==> src/rlht_pkg.sv <==
package rlht_pkg;

  localparam int COORD_W = 16;
  localparam int DIFF_W = COORD_W + 1;
  localparam int ANGLE_W = 16;
  localparam int RATE_W = 16;
  localparam int TICK_W = 16;
  localparam int PROD_W = RATE_W + TICK_W;
  localparam int CFG_IDX_W = 2;
  localparam int CFG_DATA_W = 16;
  localparam int FRAC_W = 8;
  localparam int XY_W = 28;
  localparam int TABLE_LEN = 24;
  localparam int TABLE_IDX_W = 5;
  localparam int STEP_SHIFT = 8;

  localparam logic [ANGLE_W-1:0] HALF_TURN = 16'h8000;

  localparam logic [CFG_IDX_W-1:0] CFG_PIVOT_X = 2'd0;
  localparam logic [CFG_IDX_W-1:0] CFG_PIVOT_Y = 2'd1;
  localparam logic [CFG_IDX_W-1:0] CFG_TURN_RATE = 2'd2;

  localparam logic signed [COORD_W-1:0] PIVOT_X_RESET = 16'sd400;
  localparam logic signed [COORD_W-1:0] PIVOT_Y_RESET = 16'sd300;
  localparam logic [RATE_W-1:0] TURN_RATE_RESET = 16'd699;

  function automatic logic [ANGLE_W-1:0] atan_unit(input logic [TABLE_IDX_W-1:0] idx);
    logic [ANGLE_W-1:0] v;
    case (idx)
      5'd0: v = 16'd8192;
      5'd1: v = 16'd4836;
      5'd2: v = 16'd2555;
      5'd3: v = 16'd1297;
      5'd4: v = 16'd651;
      5'd5: v = 16'd326;
      5'd6: v = 16'd163;
      5'd7: v = 16'd81;
      5'd8: v = 16'd41;
      5'd9: v = 16'd20;
      5'd10: v = 16'd10;
      5'd11: v = 16'd5;
      5'd12: v = 16'd3;
      5'd13: v = 16'd1;
      5'd14: v = 16'd1;
      default: v = 16'd0;
    endcase
    return v;
  endfunction

endpackage

==> src/rlht_if.sv <==
interface rlht_in_if;
  import rlht_pkg::*;

  logic valid;
  logic ready;
  logic signed [COORD_W-1:0] target_x;
  logic signed [COORD_W-1:0] target_y;
  logic [TICK_W-1:0] elapsed_ticks;

  modport source(output valid, output target_x, output target_y, output elapsed_ticks,
                 input ready);
  modport sink(input valid, input target_x, input target_y, input elapsed_ticks,
               output ready);
endinterface

interface rlht_out_if;
  import rlht_pkg::*;

  logic valid;
  logic ready;
  logic [ANGLE_W-1:0] heading;
  logic [ANGLE_W-1:0] bearing;
  logic on_target;

  modport source(output valid, output heading, output bearing, output on_target,
                 input ready);
  modport sink(input valid, input heading, input bearing, input on_target,
               output ready);
endinterface

==> src/rlht_serial_mult.sv <==
module rlht_serial_mult (
  input  logic clk,
  input  logic rst,
  input  logic start,
  input  logic [rlht_pkg::RATE_W-1:0] a,
  input  logic [rlht_pkg::TICK_W-1:0] b,
  output logic busy,
  output logic [rlht_pkg::PROD_W-1:0] product
);
  import rlht_pkg::*;

  localparam int CNT_W = $clog2(TICK_W);

  logic [RATE_W-1:0] mcand;
  logic [TICK_W-1:0] mplier;
  logic [PROD_W-1:0] acc;
  logic [CNT_W-1:0] cnt;
  logic [RATE_W:0] sum;

  assign sum = {1'b0, acc[PROD_W-1:TICK_W]} + {1'b0, (mplier[0] ? mcand : '0)};
  assign product = acc;

  always_ff @(posedge clk) begin
    if (rst) begin
      busy <= 1'b0;
      cnt <= '0;
    end else if (start) begin
      busy <= 1'b1;
      cnt <= '0;
    end else if (busy) begin
      cnt <= cnt + 1'b1;
      if (cnt == CNT_W'(TICK_W - 1)) begin
        busy <= 1'b0;
      end
    end
  end

  always_ff @(posedge clk) begin
    if (start) begin
      mcand <= a;
      mplier <= b;
      acc <= '0;
    end else if (busy) begin
      mplier <= {1'b0, mplier[TICK_W-1:1]};
      acc <= {sum, acc[TICK_W-1:1]};
    end
  end

endmodule

==> src/rlht_cordic.sv <==
module rlht_cordic #(
  parameter int CORDIC_STEPS = 16
) (
  input  logic clk,
  input  logic rst,
  input  logic start,
  input  logic signed [rlht_pkg::DIFF_W-1:0] dx,
  input  logic signed [rlht_pkg::DIFF_W-1:0] dy,
  output logic busy,
  output logic [rlht_pkg::ANGLE_W-1:0] bearing
);
  import rlht_pkg::*;

  localparam int CNT_W = $clog2(CORDIC_STEPS + 1);

  logic signed [XY_W-1:0] x;
  logic signed [XY_W-1:0] y;
  logic [ANGLE_W-1:0] z;
  logic zero_vec;
  logic [CNT_W-1:0] cnt;
  logic signed [XY_W-1:0] x0;
  logic signed [XY_W-1:0] y0;
  logic signed [XY_W-1:0] xs;
  logic signed [XY_W-1:0] ys;
  logic [ANGLE_W-1:0] rot;

  assign x0 = XY_W'(signed'({dx, {FRAC_W{1'b0}}}));
  assign y0 = XY_W'(signed'({dy, {FRAC_W{1'b0}}}));
  assign xs = x >>> cnt;
  assign ys = y >>> cnt;
  assign rot = atan_unit(TABLE_IDX_W'(cnt));
  assign bearing = zero_vec ? '0 : z;

  always_ff @(posedge clk) begin
    if (rst) begin
      busy <= 1'b0;
      cnt <= '0;
    end else if (start) begin
      busy <= 1'b1;
      cnt <= '0;
    end else if (busy) begin
      cnt <= cnt + 1'b1;
      if (cnt == CNT_W'(CORDIC_STEPS - 1)) begin
        busy <= 1'b0;
      end
    end
  end

  always_ff @(posedge clk) begin
    if (start) begin
      zero_vec <= (dx == '0) && (dy == '0);
      if (dx[DIFF_W-1]) begin
        x <= -x0;
        y <= -y0;
        z <= HALF_TURN;
      end else begin
        x <= x0;
        y <= y0;
        z <= '0;
      end
    end else if (busy) begin
      if (!y[XY_W-1]) begin
        x <= x + ys;
        y <= y - xs;
        z <= z + rot;
      end else begin
        x <= x - ys;
        y <= y + xs;
        z <= z - rot;
      end
    end
  end

endmodule

==> src/rate_limited_heading_tracker.sv <==
// An accepted transaction runs through the iterative CORDIC (one rotation per cycle) and the
// bit-serial rate multiplier in parallel. A new transaction is taken only in the idle state,
// once the previous result has been loaded into the output register.
// A finished result waits in the output register while the next transaction is taken.
// Synchronous active-high reset: heading 0, pivot (400, 300), turn rate 699, no result held.
module rate_limited_heading_tracker #(
  parameter int CORDIC_STEPS = 16
) (
  input  logic clk,
  input  logic rst,
  rlht_in_if.sink target,
  rlht_out_if.source result,
  input  logic cfg_we,
  input  logic [rlht_pkg::CFG_IDX_W-1:0] cfg_index,
  input  logic [rlht_pkg::CFG_DATA_W-1:0] cfg_data
);
  import rlht_pkg::*;

  typedef enum logic [2:0] {
    S_IDLE = 3'b001,
    S_RUN  = 3'b010,
    S_DONE = 3'b100
  } state_t;

  state_t state;
  state_t state_next;

  logic signed [COORD_W-1:0] pivot_x;
  logic signed [COORD_W-1:0] pivot_y;
  logic [RATE_W-1:0] turn_rate;
  logic [ANGLE_W-1:0] current_heading;

  logic accept;
  logic load_out;
  logic signed [DIFF_W-1:0] dx;
  logic signed [DIFF_W-1:0] dy;
  logic cordic_busy;
  logic mult_busy;
  logic [ANGLE_W-1:0] bearing;
  logic [PROD_W-1:0] product;

  logic [ANGLE_W-1:0] max_step;
  logic [ANGLE_W:0] b_plus_half;
  logic increase;
  logic [ANGLE_W-1:0] distance;
  logic [ANGLE_W-1:0] step;
  logic [ANGLE_W-1:0] heading_next;

  logic out_valid;
  logic [ANGLE_W-1:0] out_heading;
  logic [ANGLE_W-1:0] out_bearing;
  logic out_on_target;

  assign target.ready = (state == S_IDLE);
  assign accept = target.valid && target.ready;
  assign load_out = (state == S_DONE) && (!out_valid || result.ready);

  assign dx = DIFF_W'(target.target_x) - DIFF_W'(pivot_x);
  assign dy = DIFF_W'(target.target_y) - DIFF_W'(pivot_y);

  rlht_cordic #(
    .CORDIC_STEPS(CORDIC_STEPS)
  ) u_cordic (
    .clk(clk),
    .rst(rst),
    .start(accept),
    .dx(dx),
    .dy(dy),
    .busy(cordic_busy),
    .bearing(bearing)
  );

  rlht_serial_mult u_mult (
    .clk(clk),
    .rst(rst),
    .start(accept),
    .a(turn_rate),
    .b(target.elapsed_ticks),
    .busy(mult_busy),
    .product(product)
  );

  always_comb begin
    if (product[PROD_W-1:ANGLE_W+STEP_SHIFT-1] != '0) begin
      max_step = HALF_TURN;
    end else begin
      max_step = {1'b0, product[ANGLE_W+STEP_SHIFT-2:STEP_SHIFT]};
    end
    b_plus_half = {1'b0, bearing} + {1'b0, HALF_TURN};
    if (bearing < current_heading) begin
      increase = !(b_plus_half >= {1'b0, current_heading});
    end else begin
      increase = !(bearing[ANGLE_W-1] && ((bearing - HALF_TURN) > current_heading));
    end
    distance = increase ? (bearing - current_heading) : (current_heading - bearing);
    step = (distance < max_step) ? distance : max_step;
    heading_next = increase ? (current_heading + step) : (current_heading - step);
  end

  always_comb begin
    state_next = state;
    case (state)
      S_IDLE: if (accept) state_next = S_RUN;
      S_RUN: if (!cordic_busy && !mult_busy) state_next = S_DONE;
      S_DONE: if (load_out) state_next = S_IDLE;
      default: state_next = S_IDLE;
    endcase
  end

  always_ff @(posedge clk) begin
    if (rst) begin
      state <= S_IDLE;
      current_heading <= '0;
      out_valid <= 1'b0;
      pivot_x <= PIVOT_X_RESET;
      pivot_y <= PIVOT_Y_RESET;
      turn_rate <= TURN_RATE_RESET;
    end else begin
      state <= state_next;
      if (load_out) begin
        current_heading <= heading_next;
        out_valid <= 1'b1;
      end else if (result.ready) begin
        out_valid <= 1'b0;
      end
      if (cfg_we) begin
        case (cfg_index)
          CFG_PIVOT_X: pivot_x <= COORD_W'(cfg_data);
          CFG_PIVOT_Y: pivot_y <= COORD_W'(cfg_data);
          CFG_TURN_RATE: turn_rate <= RATE_W'(cfg_data);
          default: ;
        endcase
      end
    end
  end

  always_ff @(posedge clk) begin
    if (load_out) begin
      out_heading <= heading_next;
      out_bearing <= bearing;
      out_on_target <= (heading_next == bearing);
    end
  end

  assign result.valid = out_valid;
  assign result.heading = out_heading;
  assign result.bearing = out_bearing;
  assign result.on_target = out_on_target;

endmodule

==> src/flat_wrapper.sv <==
// flat-port wrapper written by rule: the top's interface ports become plain ports
module rate_limited_heading_tracker_flat import rlht_pkg::*;
#(
  parameter int CORDIC_STEPS = 16
)
  (clk, rst, cfg_we, cfg_index, cfg_data, target_valid, target_target_x, target_target_y, target_elapsed_ticks, target_ready, result_valid, result_heading, result_bearing, result_on_target, result_ready);
  rlht_in_if target_i ();
  rlht_out_if result_i ();
  input  logic clk;
  input  logic rst;
  input  logic cfg_we;
  input  logic [rlht_pkg::CFG_IDX_W-1:0] cfg_index;
  input  logic [rlht_pkg::CFG_DATA_W-1:0] cfg_data;
  input wire logic [$bits(target_i.valid)-1:0] target_valid;
  input wire logic [$bits(target_i.target_x)-1:0] target_target_x;
  input wire logic [$bits(target_i.target_y)-1:0] target_target_y;
  input wire logic [$bits(target_i.elapsed_ticks)-1:0] target_elapsed_ticks;
  output wire logic [$bits(target_i.ready)-1:0] target_ready;
  output wire logic [$bits(result_i.valid)-1:0] result_valid;
  output wire logic [$bits(result_i.heading)-1:0] result_heading;
  output wire logic [$bits(result_i.bearing)-1:0] result_bearing;
  output wire logic [$bits(result_i.on_target)-1:0] result_on_target;
  input wire logic [$bits(result_i.ready)-1:0] result_ready;
  assign target_i.valid = target_valid;
  assign target_i.target_x = target_target_x;
  assign target_i.target_y = target_target_y;
  assign target_i.elapsed_ticks = target_elapsed_ticks;
  assign target_ready = target_i.ready;
  assign result_valid = result_i.valid;
  assign result_heading = result_i.heading;
  assign result_bearing = result_i.bearing;
  assign result_on_target = result_i.on_target;
  assign result_i.ready = result_ready;
  rate_limited_heading_tracker #(.CORDIC_STEPS(CORDIC_STEPS)) u_core (.clk(clk), .rst(rst), .target(target_i), .result(result_i), .cfg_we(cfg_we), .cfg_index(cfg_index), .cfg_data(cfg_data));
endmodule
==> config.mk <==
export PLATFORM = sky130hd
export DESIGN_NAME = rate_limited_heading_tracker_flat
export DESIGN_NICKNAME = d
export VERILOG_FILES = /design/src/rlht_pkg.sv /design/src/rlht_if.sv /design/src/rlht_serial_mult.sv /design/src/rlht_cordic.sv /design/src/rate_limited_heading_tracker.sv /design/src/flat_wrapper.sv
export SDC_FILE = /design/constraint.sdc
export NUM_CORES = 1
export LEC_CHECK = 0
export BUFFER_PORTS_ARGS = -buffer_cell sky130_fd_sc_hd__buf_2
export CORE_MARGIN = 2
export CORE_UTILIZATION = 58
export DETAILED_ROUTE_END_ITERATION = 10
export PLACE_DENSITY_LB_ADDON = 0.1
export RECOVER_POWER = 25
export SLEW_MARGIN = 20
export SYNTH_ARGS = -nofsm -noshare
export SYNTH_HDL_FRONTEND = slang
export SYNTH_SLANG_ARGS = --single-unit
==> constraint.sdc <==
create_clock -name clk -period 9.85 [get_ports clk]
set_input_delay 0.985 -clock clk [delete_from_list [all_inputs] [get_ports clk]]
set_output_delay 0.985 -clock clk [all_outputs]
set_load 0.1 [all_outputs]
==> impl_metrics.py <==
metrics = {
    "sta": {
        "max_slew.worst_pin.slew_ns": 2.607,
        "hold_viol": 0,
        "setup_tns_ns": 0,
        "fin_crit_sh_pct": 94.28,
        "slew_headroom_pct": -73.80,
        "setup_viol": 0,
        "maxSlewViolCount": 113,
        "timing.fmax_mhz": 107.7,
        "finClkSkew_ns": 0.02619,
        "post-route-min-period_ns": 9.286,
        "whs_ns": 0.4282,
    },
    "cells_and_area": {
        "area_delta_synth_final_pct": 9.065,
        "final_nets": 3121,
        "fillCellCount": 3469,
        "final_util_pct": 64.15,
        "drive_above_1_share_pct": 11.87,
        "final_area_um2": 25550,
    },
    "yosys": {
        "synth_area_per_cell_um2": 8.435,
        "yosysWarningCount": 0,
        "netlist-cell-type-count": 104,
        "synth_edf_count": 138,
        "syn_inst": 2777,
        "netlist_area_um2": 23420,
        "synth_nets": 3050,
        "ys_ff_latch": 255,
        "synthFlopType": "edfxtp_1",
        "ys_async_sr_fraction_pct": 0,
        "ys_seq_area_share_pct": 27.69,
    },
    "clock_tree": {
        "cts_tree": "done",
        "path_clk_slew_ns": 0.06,
        "clk_latency_ns": 0.60,
        "root_buffer": "clkbuf_16",
        "cts_made_buffers": 30,
        "cts_hold_buf": 0,
        "htree_levels": 1,
        "cts_buffer_depth": 3,
        "cts_sinks": 255,
    },
    "detailed_routing": {
        "drc": 0,
        "drtPass1Iterations": 6,
        "postRouteAntennaNets": 0,
        "avgViaCountPerCell": 6.128,
        "avgRoutedWirePerCell_um": 20.11,
        "first_iter_violations": 1819,
        "finalWirelength_um": 68390,
        "vias": 20840,
    },
    "worst_setup_path": {
        "path_buf_inv": 3,
        "criticalPathCategory": "flip-flop to flip-flop",
        "startpoint_type": "flip-flop",
        "critPathCaptureType": "flip-flop",
        "cp_top_family": "compound AO/OA/AOI/OAI gates",
        "worstPathMaxFanout": 8,
        "critPathSlowestCell": "edfxtp_1",
        "slowest_delay_ns": 0.51,
        "arrival_ns": 9.73,
        "worstPathRequired_ns": 10.30,
    },
    "placed_design": {
        "dpl.hpwl_um": 52930,
        "dpl_cell_area_um2": 24480,
        "port_buffers": 105,
        "gp_congestion": 0.9555,
    },
    "status": {
        "violations": "max-capacitance violations, max-slew violations",
        "status": "finished, violations left",
    },
    "floorplanning": {
        "rows": 73,
        "ioPinCount": 106,
        "die_y_um": 205.0,
        "start_util_pct": 58.82,
        "fp.coreArea_um2": 39820,
        "die_w_um": 205.0,
        "dieArea_um2": 42010,
    },
    "global_route": {
        "grt_pass1_vias": 20010,
        "grt_pass1_wl_um": 107700,
        "gr-total-overflow": 0,
        "grt_max_degree": 83,
        "track_usage_pct": 32.32,
        "grt_antenna_before_repair": 7,
    },
    "min_path": {
        "min-delay-path-class": "flip-flop to flip-flop",
    },
    "run": {
        "maxCapViolations": 2,
    },
}
==> cell type report <==
class                      instances  area [um^2]  share of cell area, %
clock inverter                    14        107.6                 0.4212
multi-input combinational       2221        15810                  61.89
timing repair buffer             165        948.4                  3.712
inverter                         175        658.1                  2.576
tap                              525        656.9                  2.571
sequential                       255         6489                  25.40
clock buffer                      42        867.1                  3.394
antenna                            4        10.01                0.03918
==> synthesized netlist by cell type, types with 9 or more instances <==
| cell | count | area, um^2 |
|---|---|---|
| a211o_1 | 10 | 87.58 |
| a211oi_1 | 21 | 157.7 |
| a21boi_0 | 11 | 82.58 |
| a21o_1 | 56 | 420.4 |
| a21oi_1 | 257 | 1286 |
| a31o_2 | 10 | 87.58 |
| a31oi_1 | 31 | 193.9 |
| and2_1 | 30 | 187.7 |
| and3_1 | 22 | 137.6 |
| buf_1 | 14 | 52.55 |
| buf_2 | 27 | 135.1 |
| buf_4 | 9 | 67.56 |
| clkbuf_1 | 73 | 274.0 |
| dfxtp_1 | 117 | 2342 |
| edfxtp_1 | 138 | 4144 |
| ha_1 | 194 | 2427 |
| inv_1 | 169 | 634.4 |
| mux2_2 | 15 | 168.9 |
| mux2i_1 | 59 | 590.6 |
| mux4_2 | 64 | 1441 |
| nand2_1 | 345 | 1295 |
| nand2b_1 | 39 | 244.0 |
| nand3_1 | 41 | 205.2 |
| nand3b_1 | 16 | 120.1 |
| nand4_1 | 11 | 68.82 |
| nor2_1 | 259 | 972.2 |
| nor2b_1 | 31 | 193.9 |
| nor3_1 | 61 | 305.3 |
| nor4_1 | 11 | 68.82 |
| o211ai_1 | 16 | 120.1 |
| o21a_1 | 27 | 202.7 |
| o21ai_0 | 154 | 770.7 |
| o21bai_1 | 25 | 187.7 |
| o31a_1 | 9 | 78.83 |
| or2_2 | 9 | 56.30 |
| or3_1 | 13 | 81.33 |
| xnor2_1 | 153 | 1340 |
| xor2_1 | 70 | 613.1 |
==> cell families after synthesis <==
group	after synthesis	share of synthesized area, %
AND/OR/NAND/NOR	932	18.58
multiplexers	141	9.604
buffers and inverters	301	5.181
adder cells (fa/ha/maj)	202	11.05
AO/OA/AOI/OAI	721	19.39
flip-flops	255	27.69
XOR/XNOR	225	8.504
==> cells in the final DEF, fill, tap and decap left out, drive strengths merged, types with 32 or more instances in the layout <==
master and instances:
a21oi 258, nor2 261, dfxtp 117, mux4 64, nor3 68, nand2b 39, o21ai 159, ha 194
a21o 56, edfxtp 138, inv 176, nand2 345, mux2i 60, xnor2 154, xor2 70, buf 142
a31oi 32, clkbuf 65, nand3 41
==> layer usage <==
layer | part of all wire (%) | wire [um] | up-vias | GRT usage, %
li1 | - | - | 10090 | -
met1 | 44 | 29910 | 9896 | 43.24
met2 | 46 | 31280 | 721 | 52.93
met3 | 6.7 | 4604 | 137 | 5.218
met4 | 3.8 | 2571 | 4 | 11.41
met5 | 0.039 | 27 | - | 0
==> worst paths after layout <==
kind,start,to,slack [ns],cells past startpoint
hold reg to reg,u_core.turn_rate[10]$_SDFFE_PP0P_,u_core.u_mult.mcand[10]$_DFFE_PP_,0.43,0
setup / recovery,u_core.u_cordic.zero_vec$_DFFE_PP_,u_core.result.on_target$_DFFE_PP_,0.56,42
setup reg to reg,u_core.u_cordic.zero_vec$_DFFE_PP_,u_core.result.on_target$_DFFE_PP_,0.56,42
hold / removal,u_core.turn_rate[10]$_SDFFE_PP0P_,u_core.u_mult.mcand[10]$_DFFE_PP_,0.43,0
==> registers in the layout (all words and copies together) (netlist names), named ones only <==
name and flops:
u_core.u_cordic.x 28, u_core.state 3, u_core.result.bearing 16, u_core.pivot_x 16, u_core.u_cordic.cnt 5, u_core.result.valid 1
u_core.u_mult.cnt 4, u_core.u_cordic.busy 1, u_core.result.heading 16, u_core.u_cordic.z 16, u_core.pivot_y 16, u_core.u_mult.mplier 16
u_core.u_mult.mcand 16, u_core.current_heading 16, u_core.u_mult.busy 1, u_core.u_cordic.zero_vec 1, u_core.turn_rate 16, u_core.u_cordic.y 28
u_core.u_mult.product 24, u_core.result.on_target 1
==> stage by stage <==
stage          worst slack (ns)  std cells
6_report                 0.5636       3401
3_3_place_gp             0.2931       3334
5_1_grt                -0.07288       3399
4_1_cts                 0.02387       3390
3_5_place_dp            0.05065       3334
2_1_floorplan            0.3289       2777
==> timing repair <==
item | 4_1_cts | 5_1_grt
endpoints found under the hold margin | 0 | 0
endpoints found under the setup margin | 0 | 8
buffers inserted | 0 | 7
resized for setup | 0 | 20
Power is left out: the tool's default activity adds up to more than one toggle a clock period on the data nets, which glitch-free logic cannot reach.
